File: config.mk
export PLATFORM = sky130hd
export DESIGN_NAME = ccs_ctrl
export DESIGN_NICKNAME = d
export VERILOG_FILES = /design/src/rtl/ccs_pkg.sv /design/src/rtl/ccs_ctrl.sv
export SDC_FILE = /design/constraint.sdc
export NUM_CORES = 1
export LEC_CHECK = 0
export BUFFER_PORTS_ARGS = -buffer_cell sky130_fd_sc_hd__clkbuf_2
export CORE_AREA = 3 3 40 42
export CTS_BUF_LIST = sky130_fd_sc_hd__clkbuf_16
export DETAILED_ROUTE_END_ITERATION = 16
export DIE_AREA = 0 0 43 45
export REMOVE_ABC_BUFFERS = 1
export SETUP_SLACK_MARGIN = 0.4
export SYNTH_ARGS = -nofsm -noshare
export SYNTH_HDL_FRONTEND = slang
export SYNTH_SLANG_ARGS = --single-unit
File: constraint.sdc
create_clock -name clock -period 1.5 [get_ports clock]
set_input_delay 0.075 -clock clock [delete_from_list [all_inputs] [get_ports clock]]
set_output_delay 0.075 -clock clock [all_outputs]
set_load 0.02 [all_outputs]
File: src/rtl/ccs_pkg.sv
// Package for the co-clustering similarity block: field widths, command and
// state codes, and the control and status bundles between controller and datapath.
// Used by ccs_ctrl, ccs_dp and the top level; depends on nothing.
`default_nettype none

package ccs_pkg;

   localparam int MAX_SUBJECTS_DEF = 16;
   localparam int LABEL_BITS_DEF   = 16;
   localparam int COUNT_BITS_DEF   = 16;

   localparam int SUBJECT_W    = 4;
   localparam int LABEL_W      = 16;
   localparam int CMD_W        = 2;
   localparam int OUT_W        = 16;
   localparam int SIM_W        = 17;
   localparam int FRAC_BITS    = 16;
   localparam int NUM_SUBJ_W   = 5;
   localparam int REQ_DATA_W   = 24;
   localparam int RSP_DATA_W   = 56;
   localparam int CSR_DATA_W   = 32;
   localparam int CSR_ADDR_W   = 3;

   localparam logic [NUM_SUBJ_W-1:0] NUM_SUBJ_RESET   = 5'd16;
   localparam logic [SIM_W-1:0]      SIM_ONE          = 17'h10000;
   localparam logic                  REG_NUM_SUBJECTS = 1'b0;

   typedef enum logic [CMD_W-1:0] {
      CMD_CLEAR = 2'd0,
      CMD_LOAD  = 2'd1,
      CMD_READ  = 2'd2
   } cmd_type;

   typedef enum logic [3:0] {
      ST_CLEAR,
      ST_IDLE,
      ST_DECODE,
      ST_LOAD,
      ST_DRAIN,
      ST_RD_DATA,
      ST_DIV,
      ST_DONE
   } state_type;

   typedef struct packed {
      logic accept;
      logic clear_start;
      logic clr_step;
      logic load_start;
      logic load_issue;
      logic rd_issue;
      logic div_setup;
      logic div_step;
      logic out_load;
   } ctrl_cmd_type;

   typedef struct packed {
      cmd_type item_cmd;
      logic    load_in_use;
      logic    issue_done;
      logic    pipe_empty;
      logic    clr_done;
      logic    need_div;
      logic    div_done;
      logic    out_free;
   } ctrl_stat_type;

endpackage

`default_nettype wire

File: src/rtl/ccs_ctrl.sv
// Controller state machine of the co-clustering similarity block.
// Depends on ccs_pkg; drives the datapath through ctrl_cmd_type.
`default_nettype none

module ccs_ctrl (
   input  wire logic                   clock,
   input  wire logic                   reset,
   input  wire logic                   req_tvalid,
   output logic                        req_tready,
   input  wire ccs_pkg::ctrl_stat_type stat,
   output ccs_pkg::ctrl_cmd_type       cmd
);

   ccs_pkg::state_type state_ff;
   ccs_pkg::state_type state_in;

   always_ff @(posedge clock) begin
      if (reset) begin
         state_ff <= ccs_pkg::ST_CLEAR;
      end else begin
         state_ff <= state_in;
      end
   end

   always_comb begin
      state_in   = state_ff;
      cmd        = '0;
      req_tready = 1'b0;
      unique case (state_ff)
         ccs_pkg::ST_CLEAR: begin
            cmd.clr_step = 1'b1;
            if (stat.clr_done) begin
               state_in = ccs_pkg::ST_IDLE;
            end
         end
         ccs_pkg::ST_IDLE: begin
            req_tready = 1'b1;
            if (req_tvalid) begin
               cmd.accept = 1'b1;
               state_in   = ccs_pkg::ST_DECODE;
            end
         end
         ccs_pkg::ST_DECODE: begin
            unique case (stat.item_cmd)
               ccs_pkg::CMD_CLEAR: begin
                  cmd.clear_start = 1'b1;
                  state_in        = ccs_pkg::ST_CLEAR;
               end
               ccs_pkg::CMD_LOAD: begin
                  if (stat.load_in_use) begin
                     cmd.load_start = 1'b1;
                     state_in       = ccs_pkg::ST_LOAD;
                  end else begin
                     state_in = ccs_pkg::ST_IDLE;
                  end
               end
               ccs_pkg::CMD_READ: begin
                  cmd.rd_issue = 1'b1;
                  state_in     = ccs_pkg::ST_RD_DATA;
               end
               default: begin
                  state_in = ccs_pkg::ST_IDLE;
               end
            endcase
         end
         ccs_pkg::ST_LOAD: begin
            if (stat.issue_done) begin
               state_in = ccs_pkg::ST_DRAIN;
            end else begin
               cmd.load_issue = 1'b1;
            end
         end
         ccs_pkg::ST_DRAIN: begin
            if (stat.pipe_empty) begin
               state_in = ccs_pkg::ST_IDLE;
            end
         end
         ccs_pkg::ST_RD_DATA: begin
            cmd.div_setup = 1'b1;
            state_in = stat.need_div ? ccs_pkg::ST_DIV : ccs_pkg::ST_DONE;
         end
         ccs_pkg::ST_DIV: begin
            cmd.div_step = 1'b1;
            if (stat.div_done) begin
               state_in = ccs_pkg::ST_DONE;
            end
         end
         ccs_pkg::ST_DONE: begin
            if (stat.out_free) begin
               cmd.out_load = 1'b1;
               state_in     = ccs_pkg::ST_IDLE;
            end
         end
         default: begin
            state_in = ccs_pkg::ST_IDLE;
         end
      endcase
   end

`ifndef SYNTHESIS
   a_clear_holds: assert property (@(posedge clock) disable iff (reset)
      (state_ff == ccs_pkg::ST_CLEAR) && !stat.clr_done |=> (state_ff == ccs_pkg::ST_CLEAR))
      else $error("clear sweep left before the last counter was zeroed");
`endif

endmodule

`default_nettype wire

After elaboration in Yosys (flattened, before gate mapping)
Cells that the tools add are included.
{"block": "classes", "n_eq_ne": 15, "muxes": 27, "reduce_logical": 3}
{"operator": "case mux 4 bit (8 select lines)", "n": 1}
{"operator": "2-to-1 mux 4 bit", "n": 6}
{"operator": "2-to-1 mux 1 bit", "n": 18}
{"operator": "== test 4 x 3 -> 1 bit (second input constant)", "n": 4}
{"operator": "!= test 2 bit (second input constant)", "n": 6}
{"operator": "case mux 4 bit (3 select lines)", "n": 1}
{"operator": "== test 4 x 2 -> 1 bit (second input constant)", "n": 2}
{"operator": "AND reduction 6 bit", "n": 1}
{"operator": "== test 4 x 1 -> 1 bit (second input constant)", "n": 1}
{"operator": "zero test 4 bit", "n": 1}
{"operator": "== test 2 x 1 -> 1 bit (second input constant)", "n": 1}
{"operator": "== test 2 bit (second input constant)", "n": 1}
{"operator": "zero test 2 bit", "n": 1}
{"operator": "2-to-1 mux 2 bit", "n": 1}
{"block": "word_totals", "ff_bits": 4, "output_inout_bits": 10, "wordCells": 46}

Logic depth before layout (Yosys ltp)
Gate-level depths: netlist of run 1.
{"block": "depth", "ltp_word": 3, "ltp_mapped": 5, "ltp_nobuf": 4}

Worst setup path before layout of run 1
Ideal clock, no wire load.
{"block": "synth_path", "path_type": "register to register", "from": "reg state_ff[0]", "to": "reg state_ff[0]", "setup_time_ps": 96, "arrival_ps": 1333, "path_slack_ps": 71, "path_stages_with_launch": 5, "path_buffers": 0, "cell_sequence": "dfxtp_1 nor3b_2 a32oi_2 a211o_1 o41ai_2"}
{"block": "synth_via", "elab_chain_cells": 3, "word_cells_on_any_way": 16}
{"item": "from (decl)", "line": "ccs_ctrl.sv:14", "text": "ccs_pkg::state_type state_ff;"}
{"item": "from (signal assigned)", "line": "ccs_ctrl.sv:19", "text": "state_ff <= ccs_pkg::ST_CLEAR;"}
{"item": "from (signal assigned)", "line": "ccs_ctrl.sv:21", "text": "state_ff <= state_in;"}
{"item": "== test 4 x 2 -> 1 bit (tied with other cells)", "line": "ccs_ctrl.sv:29", "text": "unique case (state_ff)"}
{"item": "!= test 2 bit (no source line)"}
{"item": "AND reduction 6 bit (no source line)"}
Several ways; a longest one is shown, not always the timed one.
A chain may end at the register's enable or synchronous reset.

==> impl_metrics.py, run 1 <==
metrics = {
    "status": {
        "outcome": "complete, no violations",
    },
    "floorplanning": {
        "die-width_um": 43,
        "initial_utilization_pct": 28.7,
        "fp.dieArea_mm2": 0.00194,
        "fp.dieH_um": 45,
        "rows": 13,
        "io_pins": 22,
        "coreArea_mm2": 0.00128,
    },
    "global_route": {
        "globalRouteTotalUtil_pct": 12.6,
        "grt_max_degree": 13,
        "grt_first_pass_wirelength_um": 1840,
        "grt.overflow.total": 0,
        "antenna_found_initial": 0,
        "grt_pass1_vias": 456,
    },
    "cells_and_area": {
        "antenna_cells": 0,
        "largestRegisters": "state_ff (3)",
        "nNetsFinal": 90,
        "final_cell_mix": "buf_4, clkbuf_2, inv_1",
        "drive_above_1_share_pct": 66.2,
        "final_common_cell": "buf_4",
        "fin_cells": 92,
        "largest_register_ffs": 3,
        "area_delta_synth_final_pct": 106,
        "regMostFlops": "state_ff",
    },
    "clock_tree": {
        "cts_tree": "yes",
        "clk_pin_slew_worst_paths_ps": 30,
        "clock_latency_ps": 220,
        "root_buffer": "clkbuf_16",
        "cts_sinks": 3,
        "ctsHoldBuffers": 0,
        "cts_buffers": 3,
        "htreeDepth": 1,
        "clk_path_buf_depth": 2,
    },
    "drt": {
        "drt-total-wl_um": 1350,
        "drc_errors": 0,
        "wl_per_cell_um": 14.6,
        "dr.first_iter.drc_count": 6,
        "drt-vias-per-instance": 5.03,
        "ant_nets": 0,
        "dr.pass1.iters": 6,
        "via_count": 463,
    },
    "logic_synthesis": {
        "synth_area_um2": 369,
        "synth_top_family_by_area": "simple AND/OR/NAND/NOR gates",
        "synth-simple-area-share_pct": 35.9,
        "synth.mux.area_fraction_pct": 12.2,
        "synth_warnings": 0,
        "synthFlopType": "dfxtp_1",
        "syn_avg_cell_area_um2": 8.02,
        "synthesis.instances": 46,
        "ys_ff_latch": 3,
        "synthDistinctLibCells": 25,
        "synth-compound-area-share_pct": 27.8,
        "synthAdderAreaFrac_pct": 0,
        "ys_seq_area_share_pct": 16.3,
        "synth-edff-count": 0,
        "synthArstFlopShare_pct": 0,
        "synthXorXnorAreaFrac_pct": 0,
    },
    "timing": {
        "fin_ws_ps": 103,
        "clock_skew_ps": 1.48,
        "maxSlewHeadroom_pct": 74.4,
        "setup_violations": 0,
        "slew_violations": 0,
        "max_freq_ghz": 0.716,
        "holdWs_ps": 133,
        "tns_ps": 0,
        "hold_viol": 0,
        "rsz0062_at_grt": "true",
        "layout_worst_path_cycle_share_pct": 93.1,
        "worst_pin_slew_ps": 378,
        "final.min_clock_period_ps": 1400,
    },
    "place": {
        "hpwl_um": 790,
        "numPlacedInstances": 83,
        "place_congestion": 0.711,
        "portBuffers": 21,
        "dpl_worst_slack_ps": 25.6,
    },
    "setup_path": {
        "worstPathCellList": "nor2b_4 > or2b_1 > nor3_1 > buf_4",
        "r2r_cells": 5,
        "rr_endpoint": "state_ff[0]",
        "r2r_start": "state_ff[1]",
        "crit_required_ps": 1420,
        "cp_data_arrival_time_ps": 1320,
        "path_class": "reg2out",
        "critPathMaxStageDelay_ps": 340,
        "end_kind": "primary output",
        "crit_fanout": 4,
        "cp_slowest_cell": "dfxtp_4",
        "reg2reg_slack_ps": 140,
        "critPathLaunchType": "register",
    },
    "pwr": {
        "power.density_mw_per_mm2": 944,
        "total_leakage_power_nw": 0.339,
        "power_mw": 0.718,
        "ir_drop_v": 0.000762,
    },
    "job": {
        "drv_cap": 0,
    },
    "hold_path": {
        "hold_path_class": "in2reg",
        "hp-start": "reset",
        "min_path_cells": 2,
        "min_to": "state_ff[0]",
    },
}
-- synth_stat cells, types with 2 or more instances --
cell	count	area share (%)
dfxtp_1	3	16
mux2i_1	3	8.1
nor3_1	4	5.4
and2_1	3	5.1
nand2b_1	3	5.1
buf_2	2	2.7
nand2_1	3	3.1
a211o_1	2	4.7
nor2b_1	3	5.1
inv_1	4	4.1
nor2_1	2	2.0
-- worst max-delay path by stage --
| stage | slack (ps) | start | endpoint | cells after the start |
|---|---|---|---|---|
| 5_1_grt | 60 | state_ff[1] | cmd[3] | 4 |
| 3_3_place_gp | 40 | state_ff[1] | state_ff[0] | 4 |
| 6_report | 100 | state_ff[1] | cmd[7] | 4 |
| 4_1_cts | 110 | state_ff[1] | cmd[5] | 4 |
| 2_1_floorplan | -60 | state_ff[1] | cmd[5] | 3 |
| 3_5_place_dp | 30 | state_ff[1] | state_ff[0] | 4 |
-- worst max-delay path, delay by kind of cell, from the launching register on --
| family | cells | cell delay, ps |
|---|---|---|
| and+or+nand+nor | 3 | 580 |
| buffers and inverters | 1 | 170 |
| DFF | 1 | 340 |
-- metal layers --
layer | routed length (um) | global-route usage (%)
met3 | 71 | 2.39
met1 | 517 | 13.4
met4 | 0 | 7.23
met2 | 757 | 23.4
met5 | 0 | 0
-- final cells by class --
class / count / area, um2
clock buffers: 3 / 75.1
multi-input cells: 36 / 349
well taps: 15 / 18.8
inverters: 4 / 15.0
flip-flops and latches: 3 / 71.3
fillers: 115 / 524
clock inverters: 1 / 3.75
repair buffers: 30 / 228
-- where the power goes --
part	total, mW	internal [mW]	switching, mW
registers	0.0949	0.0851	0.00990
logic	0.204	0.112	0.0927
clock network	0.419	0.344	0.0748
total	0.718	0.541	0.177
-- kinds of logic (layout without fill, tap and decap cells) --
family                 Yosys count  count (layout)
AO/OA/AOI/OAI                   10              10
buffers and inverters            7              38
flip-flops                       3               3
multiplexers                     4               4
AND/OR/NAND/NOR                 22              22
-- stage by stage --
stage	cell area, um2	utilization [%]
5_1_grt	761	59.2
3_3_place_gp	509	39.6
2_1_floorplan	355	-
6_report	761	59.2
4_1_cts	719	56.0
3_5_place_dp	509	39.6
-- what timing repair did --
| item | in CTS | in global routing |
|---|---|---|
| resized for setup | 30 | 11 |
| endpoints found under the hold margin | 0 | 0 |
| pin swaps | 6 | 2 |
| setup endpoints to repair | 13 | 13 |
| setup buffers | 3 | 2 |
Power figures use the tool's default switching activity.
==> run 2: changes to the inputs <==
Settings changed: ABC_AREA set to 1.
==> run 2 against run 1 <==
Against the previous run:
- combinational power grew to 4.5 times the previous value
- sequential power grew to 2.8 times the previous value
- critical path type unchanged
- first-iteration DRC count is the same
- hold slack lost 27 ps
- critical endpoint is now cmd[5]
- global-route usage shrank 0.92 points
- clock-buffer cell count is the same
- final area shrank 4.1%
- highest routed layer unchanged
- sequential cell count is the same
==> impl_metrics.py, run 2 <==
metrics = {
    "global_route": {
        "grt_first_pass_wirelength_um": 1770,
        "globalRouteTotalUtil_pct": 11.7,
        "use_met1_pct": 13.9,
        "busiest_layer": "met2",
        "grt.met3_usage_pct": 4.38,
        "antenna_found_initial": 0,
        "grt_max_degree": 8,
        "grt.overflow.total": 0,
        "grt_pass1_vias": 466,
        "grt_use_met2_pct": 20.7,
    },
    "cells_and_area": {
        "antenna_cells": 0,
        "area_delta_synth_final_pct": 120,
        "final_common_cell": "nor2_1",
        "seq_area_um2": 71.3,
        "fill_cells": 121,
        "drive_above_1_share_pct": 54.5,
        "largestRegisters": "state_ff (3)",
        "largest_register_ffs": 3,
        "regMostFlops": "state_ff",
        "nNetsFinal": 112,
        "final_cell_mix": "nor2_1, clkbuf_2, inv_1, buf_4, nand2_1",
        "multi_input_area_um2": 279,
    },
    "drt": {
        "dr.first_iter.drc_count": 6,
        "drc_errors": 0,
        "drt-total-wl_um": 1140,
        "wl_per_cell_um": 9.98,
        "drt-vias-per-instance": 4.43,
        "ant_nets": 0,
        "via_count": 505,
        "dr.pass1.iters": 2,
    },
    "logic_synthesis": {
        "synthDistinctLibCells": 11,
        "synth-edff-count": 0,
        "synthFlopType": "dfxtp_1",
        "synthArstFlopShare_pct": 0,
        "synth_area_um2": 332,
        "synthesis.instances": 67,
        "synth_most_common_cell": "nor2_1",
        "ys_seq_area_share_pct": 18.1,
        "synthTopCellsByCount": "nor2_1, inv_1, nand2_1",
        "ys_ff_latch": 3,
        "netlist.area_leader.share_pct": 23.8,
        "syn_avg_cell_area_um2": 4.95,
        "synth_top_cell_by_area": "nor2_1",
        "synth_warnings": 0,
        "ys_top_cells_by_area": "nor2_1, dfxtp_1, inv_1",
    },
    "timing": {
        "tns_ps": 0,
        "slew_violations": 0,
        "clock_skew_ps": 3.19,
        "maxSlewHeadroom_pct": 88.3,
        "layout_worst_path_cycle_share_pct": 79.3,
        "rsz0062_at_grt": "true",
        "final.min_clock_period_ps": 1190,
        "setup_violations": 0,
        "max_freq_ghz": 0.841,
        "worst_pin_slew_ps": 175,
        "hold_viol": 0,
    },
    "clock_tree": {
        "cts_buffers": 3,
        "ctsHoldBuffers": 0,
        "root_buffer": "clkbuf_16",
        "clk_pin_slew_worst_paths_ps": 30,
        "htreeDepth": 1,
        "clock_latency_ps": 220,
        "cts_sinks": 3,
        "cts_tree": "yes",
        "clk_path_buf_depth": 2,
    },
    "setup_path": {
        "path_class": "reg2out",
        "critPathLaunchType": "register",
        "critPathMaxStageDelay_ps": 430,
        "crit_required_ps": 1420,
        "cp_data_arrival_time_ps": 1110,
        "crit_fanout": 7,
        "cp_slowest_cell": "dfxtp_4",
        "worstPathCellList": "nand2_4 > inv_2 > nand4_1 > nor2_1 > buf_4",
        "end_kind": "primary output",
    },
    "floorplanning": {
        "fp.dieArea_mm2": 0.00194,
        "die-width_um": 43,
        "fp.dieH_um": 45,
        "initial_utilization_pct": 25.8,
        "rows": 13,
        "io_pins": 22,
        "coreArea_mm2": 0.00128,
    },
    "pwr": {
        "ir_drop_v": 0.00113,
        "total_leakage_power_nw": 0.409,
        "power.density_mw_per_mm2": 2180,
        "power_mw": 1.59,
    },
    "place": {
        "portBuffers": 21,
        "hpwl_um": 748,
        "place_congestion": 0.808,
    },
    "hold_path": {
        "hold_path_class": "in2reg",
    },
    "job": {
        "drv_cap": 0,
    },
    "status": {
        "outcome": "complete, no violations",
    },
}
## run 2: cell types whose count changed in the layout (fill, tap and decap cells not counted), moves of 3 or more
cell / before / now
buf_6: 1 / 4
inv_1: 5 / 11
inv_2: 0 / 5
mux2i_1: 3 / 0
nand2_1: 2 / 10
nand2b_1: 3 / 0
nand3_1: 0 / 4
nand3_2: 0 / 3
nor2_1: 2 / 15
nor2_4: 0 / 4
## run 2: worst max-delay path, delay by kind of cell, from the launching register on
kind,cells,cell delay [ps]
DFF,1,430
and+or+nand+nor,3,280
buffers and inverters,2,190
## run 2: repair_timing
action                     4_1_cts  5_1_grt
setup buffers                    5        2
setup endpoints to repair       13       13
pin swaps                        8        5
gates resized for setup         34       21
## run 2: report_power, final
group	internal [mW]	total (mW)	switching [mW]
Clock	0.343	0.412	0.0690
Combinational	0.405	0.913	0.508
Sequential	0.148	0.266	0.118
Total	0.896	1.59	0.695
## run 2: layout make-up
| class | instances | share of cell area, % |
|---|---|---|
| Multi-Input combinational cell | 47 | 38.3 |
| Timing Repair Buffer | 29 | 29.7 |
| Clock buffer | 3 | 10.3 |
| Sequential cell | 3 | 9.78 |
| Inverter | 16 | 8.92 |
| Tap cell | 15 | 2.57 |
| Clock inverter | 1 | 0.515 |
## run 2: path summary, 6_finish.rpt
path | startpoint | slack, ps | to | depth (start not counted)
max | state_ff[1] | 310 | cmd[5] | 5
min | reset | 110 | state_ff[0] | 4
max reg2reg | state_ff[1] | 320 | state_ff[1] | 8
min reg2reg | state_ff[1] | 620 | state_ff[1] | 4
## run 2: routing by layer
metal  vias up  routed length, um
met5         -                  0
met4         0                  0
met3         0                 76
met2        12                584
met1       223                477
li1        270                  -
## run 2: metrics by stage
step / hold WS [ps] / area [um2] / std cells / worst slack (ps) / util [%]
2_1_floorplan: 237 / 327 / 66 / 131 / -
3_3_place_gp: 342 / 458 / 103 / 232 / 35.6
3_5_place_dp: 342 / 458 / 103 / 210 / 35.6
4_1_cts: 111 / 667 / 112 / 294 / 51.9
5_1_grt: 156 / 729 / 114 / 220 / 56.8
6_report: 106 / 729 / 114 / 311 / 56.8
## run 2: kinds of logic (layout without fill, tap and decap cells)
group | after synthesis | in the layout | synth area share (%)
compound gates | 1 | 1 | 2.26
simple gates | 46 | 46 | 60.0
flops | 3 | 3 | 18.1
buf+inv | 17 | 49 | 19.6
==> run 3: changes to the inputs <==
Clock period 1.5 ns to 1.1 ns, I/O delays scaled along.
==> run 3 against run 2 <==
Against the previous run:
- the run now ends with negative setup slack left
- critical path depth is 2 lower
- clock-buffer cell count did not move
- sequential cell count is the same
- critical path type unchanged
- core utilization rose by 4.3 points
- hold slack got worse by 20 ps
- sequential power is 33% higher
- clock power is 39% higher
- power is 46% higher
- global-route usage up 1.1 points
- worst setup slack lost 390 ps
- largest power group unchanged
==> impl_metrics.py, run 3 (synthesis gave the netlist of run 2 again) <==
metrics = {
    "setup_path": {
        "r2r_start": "state_ff[1]",
        "path_class": "reg2out",
        "crit_required_ps": 1040,
        "critPathMaxStageDelay_ps": 370,
        "cp_slowest_cell": "dfxtp_4",
        "critPathLaunchType": "register",
        "cp_top_family": "flip-flops",
        "setup.worst_path.start": "state_ff[2]",
        "crit_fanout": 6,
        "end_kind": "primary output",
        "cp_data_arrival_time_ps": 1130,
        "path_buf_inv": 2,
        "worstPathCellList": "buf_6 > nor3_1 > buf_4",
    },
    "global_route": {
        "grt.overflow.total": 0,
        "antenna_found_initial": 0,
        "grt_pass1_vias": 444,
        "grt_max_degree": 8,
        "globalRouteTotalUtil_pct": 12.8,
        "grt_first_pass_wirelength_um": 1860,
    },
    "clock_tree": {
        "clock_latency_ps": 220,
        "cts_buffers": 3,
        "clk_path_buf_depth": 2,
        "clk_pin_slew_worst_paths_ps": 30,
        "root_buffer": "clkbuf_16",
        "htreeDepth": 1,
        "cts_tree": "yes",
        "cts_sinks": 3,
    },
    "job": {
        "drv_cap": 0,
    },
    "pwr": {
        "seq_power_share_pct": 15.3,
        "ir_drop_v": 0.00148,
        "pwr-share-comb_pct": 60.1,
        "swShare_pct": 42.4,
        "power.density_mw_per_mm2": 2950,
        "power_mw": 2.32,
        "total_leakage_power_nw": 0.436,
        "pwr-share-clk_pct": 24.6,
        "p_int_mw": 1.34,
        "p_switching_mw": 0.982,
    },
    "cells_and_area": {
        "area_delta_synth_final_pct": 137,
        "final_common_cell": "nor2_1",
        "nNetsFinal": 118,
        "final_core_util_pct": 61.1,
        "antenna_cells": 0,
        "largest_register_ffs": 3,
        "regMostFlops": "state_ff",
        "fill_cells": 115,
        "drive_above_1_share_pct": 57.1,
        "largestRegisters": "state_ff (3)",
        "final_cell_mix": "nor2_1, buf_4, clkbuf_2, inv_1, nand2_1",
    },
    "place": {
        "place_congestion": 0.829,
        "portBuffers": 21,
        "hpwl_um": 784,
    },
    "drt": {
        "drt-total-wl_um": 1180,
        "drt-vias-per-instance": 4.23,
        "dr.first_iter.drc_count": 11,
        "via_count": 507,
        "dr.pass1.iters": 4,
        "drc_errors": 0,
        "wl_per_cell_um": 9.82,
        "ant_nets": 0,
    },
    "floorplanning": {
        "initial_utilization_pct": 25.8,
        "coreArea_mm2": 0.00128,
        "rows": 13,
        "fp.dieArea_mm2": 0.00194,
        "die-width_um": 43,
        "fp.dieH_um": 45,
        "io_pins": 22,
    },
    "timing": {
        "rsz0062_at_grt": "true",
        "clock_skew_ps": 4.30,
        "hold_viol": 0,
        "slew_violations": 0,
        "worst_pin_slew_ps": 209,
        "setup_violations": 10,
        "layout_worst_path_cycle_share_pct": 107,
        "fin_ws_ps": -81.0,
        "final.min_clock_period_ps": 1180,
        "max_freq_ghz": 0.847,
        "maxSlewHeadroom_pct": 86.0,
    },
    "status": {
        "outcome": "finished with violations",
        "violations": "negative setup slack",
    },
    "hold_path": {
        "hold_path_class": "in2reg",
        "hp-start": "reset",
    },
}
-- run 3: changes by cell type in the layout (fill, tap and decap cells not counted), sizes merged --
| cell | before | now |
|---|---|---|
| buf | 16 | 21 |
| clkbuf | 16 | 17 |
-- run 3: power by group through the flow --
stage,Sequential [mW],Clock [mW],Combinational [mW]
2_1_floorplan,0.240,0,0.609
3_3_place_gp,0.240,0,0.997
3_5_place_dp,0.240,0,1.01
4_1_cts,0.333,0.580,1.22
5_1_grt,0.370,0.599,1.53
6_report,0.354,0.571,1.39
-- run 3: repair_timing --
item                       4_1_cts  5_1_grt
buffers inserted                 2        3
hold buffers                     0        0
setup endpoints to repair       13       13
resized for setup               40       15
pin swaps                        8       10
-- run 3: routing by layer --
| layer | track usage, % | vias to the layer above | share of wire, % |
|---|---|---|---|
| met1 | 15.3 | 213 | 41 |
| met5 | 0 | - | 0 |
| met4 | 1.81 | 0 | 0.34 |
| li1 | - | 279 | - |
| met2 | 22.2 | 13 | 53 |
| met3 | 5.18 | 2 | 5.6 |
-- run 3: final timing paths --
kind | end | slack, ps | cells past startpoint
worst max-delay path | cmd[7] | -80 | 3
worst min-delay path | state_ff[0] | 90 | 4
worst max register to register | state_ff[1] | -70 | 7
worst min register to register | state_ff[1] | 610 | 4
-- run 3: layout make-up --
type                       count  area [um2]  area share (%)
timing repair buffer          35         272            34.6
clock buffer                   3        75.1            9.57
inverter                      16        65.1            8.29
multi-input combinational     47         279            35.6
sequential                     3        71.3            9.09
clock inverter                 1        3.75           0.478
tap                           15        18.8            2.39
-- run 3: metrics by stage --
stage / worst slack (ps) / std cells / cell area [um2] / hold slack [ps] / TNS, ps
4_1_cts: -96.0 / 117 / 727 / 83.7 / -564
5_1_grt: -160 / 120 / 785 / 127 / -1320
6_report: -81.0 / 120 / 785 / 86.2 / -584
3_5_place_dp: -162 / 111 / 518 / 328 / -471
3_3_place_gp: -148 / 111 / 518 / 322 / -432
2_1_floorplan: -269 / 66 / 327 / 197 / -857
-- run 3: tightest hold or removal path: cells and delay by family --
kind,cells,cell delay [ps]
simple gates,2,90
buf+inv,2,120
